File: src/rtl/oom_pkg.sv
`timescale 1ns / 1ps
// Package for the octree occupancy map unit.
// Holds sizes, codes and the command and status types; depends on nothing.
package oom_pkg;

	localparam int NODE_POOL   = 4096;
	localparam int NODE_W      = $clog2(NODE_POOL);
	localparam int NU_W        = NODE_W + 1;
	localparam int DEPTH_LIMIT = 16;
	localparam int LVL_W       = 5;
	localparam int COORD_W     = 32;
	localparam int CTR_W       = COORD_W + 2;
	localparam int HALF_W      = 30;
	localparam int OCC_W       = 2;
	localparam int STAT_W      = 2;
	localparam int SLOTS       = 8;
	localparam int OCT_W       = 3;
	localparam int ROW_W       = SLOTS * NODE_W + OCC_W;
	localparam int CFG_IDX_W   = 3;
	localparam int CFG_DATA_W  = 32;

	localparam logic [HALF_W-1:0] HALF_RESET  = HALF_W'(16777216);
	localparam logic [LVL_W-1:0]  DEPTH_RESET = LVL_W'(8);

	localparam logic OP_INSERT = 1'b0;
	localparam logic OP_QUERY  = 1'b1;

	localparam logic [OCC_W-1:0] OCC_UNKNOWN  = 2'd0;
	localparam logic [OCC_W-1:0] OCC_FREE     = 2'd1;
	localparam logic [OCC_W-1:0] OCC_OCCUPIED = 2'd2;

	localparam logic [STAT_W-1:0] STAT_OK      = 2'd0;
	localparam logic [STAT_W-1:0] STAT_OUTSIDE = 2'd1;
	localparam logic [STAT_W-1:0] STAT_FULL    = 2'd2;

	localparam logic [CFG_IDX_W-1:0] REG_CENTER_X  = 3'd0;
	localparam logic [CFG_IDX_W-1:0] REG_CENTER_Y  = 3'd1;
	localparam logic [CFG_IDX_W-1:0] REG_CENTER_Z  = 3'd2;
	localparam logic [CFG_IDX_W-1:0] REG_HALF_SIZE = 3'd3;
	localparam logic [CFG_IDX_W-1:0] REG_MAX_DEPTH = 3'd4;

	typedef struct packed {
		logic                      operation;
		logic signed [COORD_W-1:0] point_x;
		logic signed [COORD_W-1:0] point_y;
		logic signed [COORD_W-1:0] point_z;
		logic                      mark_occupied;
	} item_t;

	typedef struct packed {
		logic clear;
		logic load;
		logic bound;
		logic walk;
		logic out_load;
	} cmd_t;

	typedef struct packed {
		logic clear_last;
		logic outside;
		logic done;
		logic alloc;
		logic full;
	} stat_t;

endpackage

File: src/rtl/oom_ctrl.sv
`timescale 1ns / 1ps
// Controller of the octree occupancy map unit: clearing pass, descent and result handoff.
// Depends on oom_pkg for the command and status types.
module oom_ctrl (
	input  logic           clk,
	input  logic           arst_n,
	input  logic           in_valid,
	output logic           in_ready,
	output logic           out_valid,
	input  logic           out_ready,
	input  oom_pkg::stat_t stat,
	output oom_pkg::cmd_t  cmd
);
	import oom_pkg::*;

	localparam logic [2:0] S_CLEAR  = 3'd0;
	localparam logic [2:0] S_IDLE   = 3'd1;
	localparam logic [2:0] S_BOUND  = 3'd2;
	localparam logic [2:0] S_WALK   = 3'd3;
	localparam logic [2:0] S_RESULT = 3'd4;

	logic [2:0] state_q;
	logic [2:0] state_d;
	logic       out_valid_q;
	logic       slot_free;

	assign in_ready  = (state_q == S_IDLE);
	assign out_valid = out_valid_q;
	assign slot_free = !out_valid_q || out_ready;

	always_comb begin
		cmd      = '0;
		state_d  = state_q;
		case (state_q)
			S_CLEAR: begin
				cmd.clear = 1'b1;
				if (stat.clear_last) begin
					state_d = S_IDLE;
				end
			end
			S_IDLE: begin
				if (in_valid) begin
					cmd.load = 1'b1;
					state_d  = S_BOUND;
				end
			end
			S_BOUND: begin
				cmd.bound = 1'b1;
				state_d   = stat.outside ? S_RESULT : S_WALK;
			end
			S_WALK: begin
				cmd.walk = 1'b1;
				if (stat.done) begin
					state_d = S_RESULT;
				end
			end
			S_RESULT: begin
				if (slot_free) begin
					cmd.out_load = 1'b1;
					state_d      = S_IDLE;
				end
			end
			default: begin
				state_d = S_IDLE;
			end
		endcase
	end

	always_ff @(posedge clk or negedge arst_n) begin
		if (!arst_n) begin
			state_q     <= S_CLEAR;
			out_valid_q <= 1'b0;
		end else begin
			state_q <= state_d;
			if (cmd.out_load) begin
				out_valid_q <= 1'b1;
			end else if (out_ready) begin
				out_valid_q <= 1'b0;
			end
		end
	end

endmodule

File: config.mk
export PLATFORM = sky130hd
export DESIGN_NAME = oom_ctrl
export DESIGN_NICKNAME = d
export VERILOG_FILES = /design/src/rtl/oom_pkg.sv /design/src/rtl/oom_ctrl.sv
export SDC_FILE = /design/constraint.sdc
export NUM_CORES = 1
export LEC_CHECK = 0
export BUFFER_PORTS_ARGS = -buffer_cell sky130_fd_sc_hd__buf_2
export CAP_MARGIN = 20
export CORE_AREA = 2 2 39 41
export DETAILED_ROUTE_END_ITERATION = 12
export DIE_AREA = 0 0 41 43
export HOLD_SLACK_MARGIN = 0.05
export SLEW_MARGIN = 20
export SYNTH_ARGS = -nofsm -noshare
export SYNTH_HDL_FRONTEND = slang
export SYNTH_SLANG_ARGS = --single-unit
File: constraint.sdc
create_clock -name clk -period 1.1 [get_ports clk]
set_input_delay 0.055 -clock clk [delete_from_list [all_inputs] [get_ports clk]]
set_output_delay 0.055 -clock clk [all_outputs]
set_load 0.02 [all_outputs]
==> impl_metrics.py <==
metrics = {
    "yosys": {
        "ys_ff_latch": 4,
        "syn-num-nets": 34,
        "yosys_warnings": 0,
        "syn_inst": 25,
        "synth.distinct_cells": 12,
        "syn_avg_cell_area_um2": 8.56,
        "synth_area_um2": 214,
        "yosysSeqAreaShare_pct": 46.8,
    },
    "die": {
        "row_count": 14,
        "initial_utilization_pct": 15.5,
        "core_area_mm2": 0.00138,
        "io_pins": 16,
        "die_h_um": 43,
        "die_x_um": 41,
        "die-area_mm2": 0.00176,
    },
    "sta": {
        "fin_crit_sh_pct": 107,
        "report.final.slew_viol_count": 0,
        "fin_ws_ns": -0.0766,
        "setup_viol": 7,
        "finalCriticalPeriod_ns": 1.18,
        "fin_hold_ws_ns": 0.150,
        "timing.fmax_mhz": 850,
        "relSlewSlack_pct": 79.7,
        "worst_pin_slew_ns": 0.296,
        "hold_viol": 0,
        "skew_ns": 0.00246,
        "rsz0062_at_grt": "true",
    },
    "routing": {
        "drt_iter0_drc": 2,
        "remaining_drc_errors": 0,
        "first_pass_iters": 2,
        "wl_um": 637,
        "viasPerCell": 4.18,
        "vias": 272,
        "wl_per_cell_um": 9.80,
        "ant_nets": 0,
    },
    "power_and_ir_drop": {
        "fin_total_pwr_uw": 1220,
        "powerDensity_mw_per_mm2": 2800,
        "ir_worst_vdd_mv": 0.765,
        "p_leak_uw": 0.000221,
    },
    "finish": {
        "seqCellArea_um2": 104,
        "antennaDiodeCount": 0,
        "multi_input_comb_area_um2": 128,
        "num-nets-final": 60,
        "drive_gt1_share_pct": 65.3,
        "areaGrowthSynthToFinish_pct": 103,
        "nFillCells": 150,
    },
    "clock_tree": {
        "htree_num_levels": 1,
        "clk_transition_reported_paths_ns": 0.04,
        "cts_made_buffers": 3,
        "root_buffer": "clkbuf_4",
        "clock_path_buffers": 2,
        "cts.sinks": 4,
        "clk_latency_ns": 0.23,
        "cts_tree": "yes",
    },
    "job": {
        "drv_cap": 0,
    },
    "global_routing": {
        "grt_max_degree": 7,
        "antenna_found_initial": 0,
        "grt_pass1_vias": 279,
        "grt_usage_pct": 8.98,
        "grt_pass1_wl_mm": 1.01,
        "grt-ovfl-total": 0,
    },
    "worst_setup_path": {
        "crit_path_start_kind": "register",
        "crit_fanout": 6,
        "cp-end-kind": "output port",
        "r2r-start": "state_q[0]",
        "cp.required_ns": 1.04,
        "path_class": "register to output port",
        "cp.arrival_ns": 1.12,
        "startpoint": "state_q[1]",
    },
    "status": {
        "failed_checks": "negative setup slack",
        "outcome": "finished with violations",
    },
    "place": {
        "dp_slack_ns": 0.0193,
        "place_congestion": 0.616,
        "numPortBuffers": 13,
        "dp_hpwl_um": 419,
    },
    "worst_hold_path": {
        "hold_class": "input port to async pin",
    },
}
per-layer routing:
layer / GRT usage, % / vias up / routed length [µm]
li1: - / 134 / -
met1: 6.54 / 130 / 228
met2: 15.9 / 8 / 375
met3: 4.71 / 0 / 33
met4: 6.00 / 0 / 0
met5: 0 / - / 0
sequential cells by signal (all words and copies together) (netlist names):
name,cells
out_valid,1
state_q,3
cell usage after synthesis:
| cell type | number | area share (%) |
|---|---|---|
| and3_1 | 1 | 2.9 |
| nand3b_1 | 1 | 3.5 |
| a21oi_1 | 2 | 4.7 |
| o22ai_1 | 2 | 5.8 |
| inv_1 | 1 | 1.8 |
| buf_2 | 1 | 2.3 |
| nor2_1 | 4 | 7.0 |
| mux2i_1 | 2 | 9.4 |
| nand2_1 | 3 | 5.3 |
| nand2b_1 | 2 | 5.8 |
| nor3_1 | 2 | 4.7 |
| dfrtp_1 | 4 | 47 |
kinds of logic after synthesis:
| logic type | count (synthesis) | share of synthesized area [%] |
|---|---|---|
| mux | 2 | 9.36 |
| compound gates | 4 | 10.5 |
| flops | 4 | 46.8 |
| simple gates | 13 | 29.2 |
| buf+inv | 2 | 4.09 |
report_power, final:
part / switching, µW / total (µW) / internal (µW)
registers: 92.9 / 307 / 214
clock network: 52.3 / 174 / 121
logic: 357 / 737 / 381
total: 502 / 1220 / 716
path summary, 6_finish.rpt:
path / end / slack [ns] / cells past startpoint
min in group clk: out_valid / 0.16 / 3
setup reg to reg: state_q[0] / -0.02 / 3
setup / recovery: cmd[3] / -0.08 / 3
hold / removal: out_valid / 0.15 / 2
max in group asynchronous: state_q[1] / 0.82 / 2
hold reg to reg: out_valid / 0.55 / 2
per-stage QoR:
step | utilization, % | instances | setup TNS [ns] | area (µm²)
floorplan | - | 25 | 0 | 214
global placement | 21.8 | 54 | 0 | 302
detailed placement | 21.8 | 54 | 0 | 302
CTS | 30.6 | 64 | -0.347 | 423
global route | 31.4 | 65 | -0.836 | 434
finish | 31.4 | 65 | -0.314 | 434
layout make-up:
class / count / area share, %
Timing Repair Buffer: 22 / 36.0
Multi-Input combinational cell: 19 / 29.4
Clock buffer: 3 / 5.19
Inverter: 1 / 0.865
Tap cell: 16 / 4.61
Sequential cell: 4 / 23.9
cells in the final DEF (no fill, tap or decap), types with 2 or more instances in the layout:
cell type	count
nor3_1	2
buf_6	3
nor2_1	2
a21oi_1	2
clkbuf_4	3
buf_4	9
buf_2	9
o22ai_1	2
mux2i_1	2
dfrtp_2	3
nand2_1	3
critical path, stage by stage (launching register included):
cell and delay, ns:
dfrtp_2 0.44, nand3b_1 0.20, nor2_1 0.11, buf_4 0.15
what timing repair did:
item,in CTS,in global routing
pin swaps,2,0
resized for setup,15,1
setup buffers,6,1
hold endpoints to repair,4,0
setup endpoints to repair,6,9
hold buffers,1,0
(Power assumes the default switching activity.)
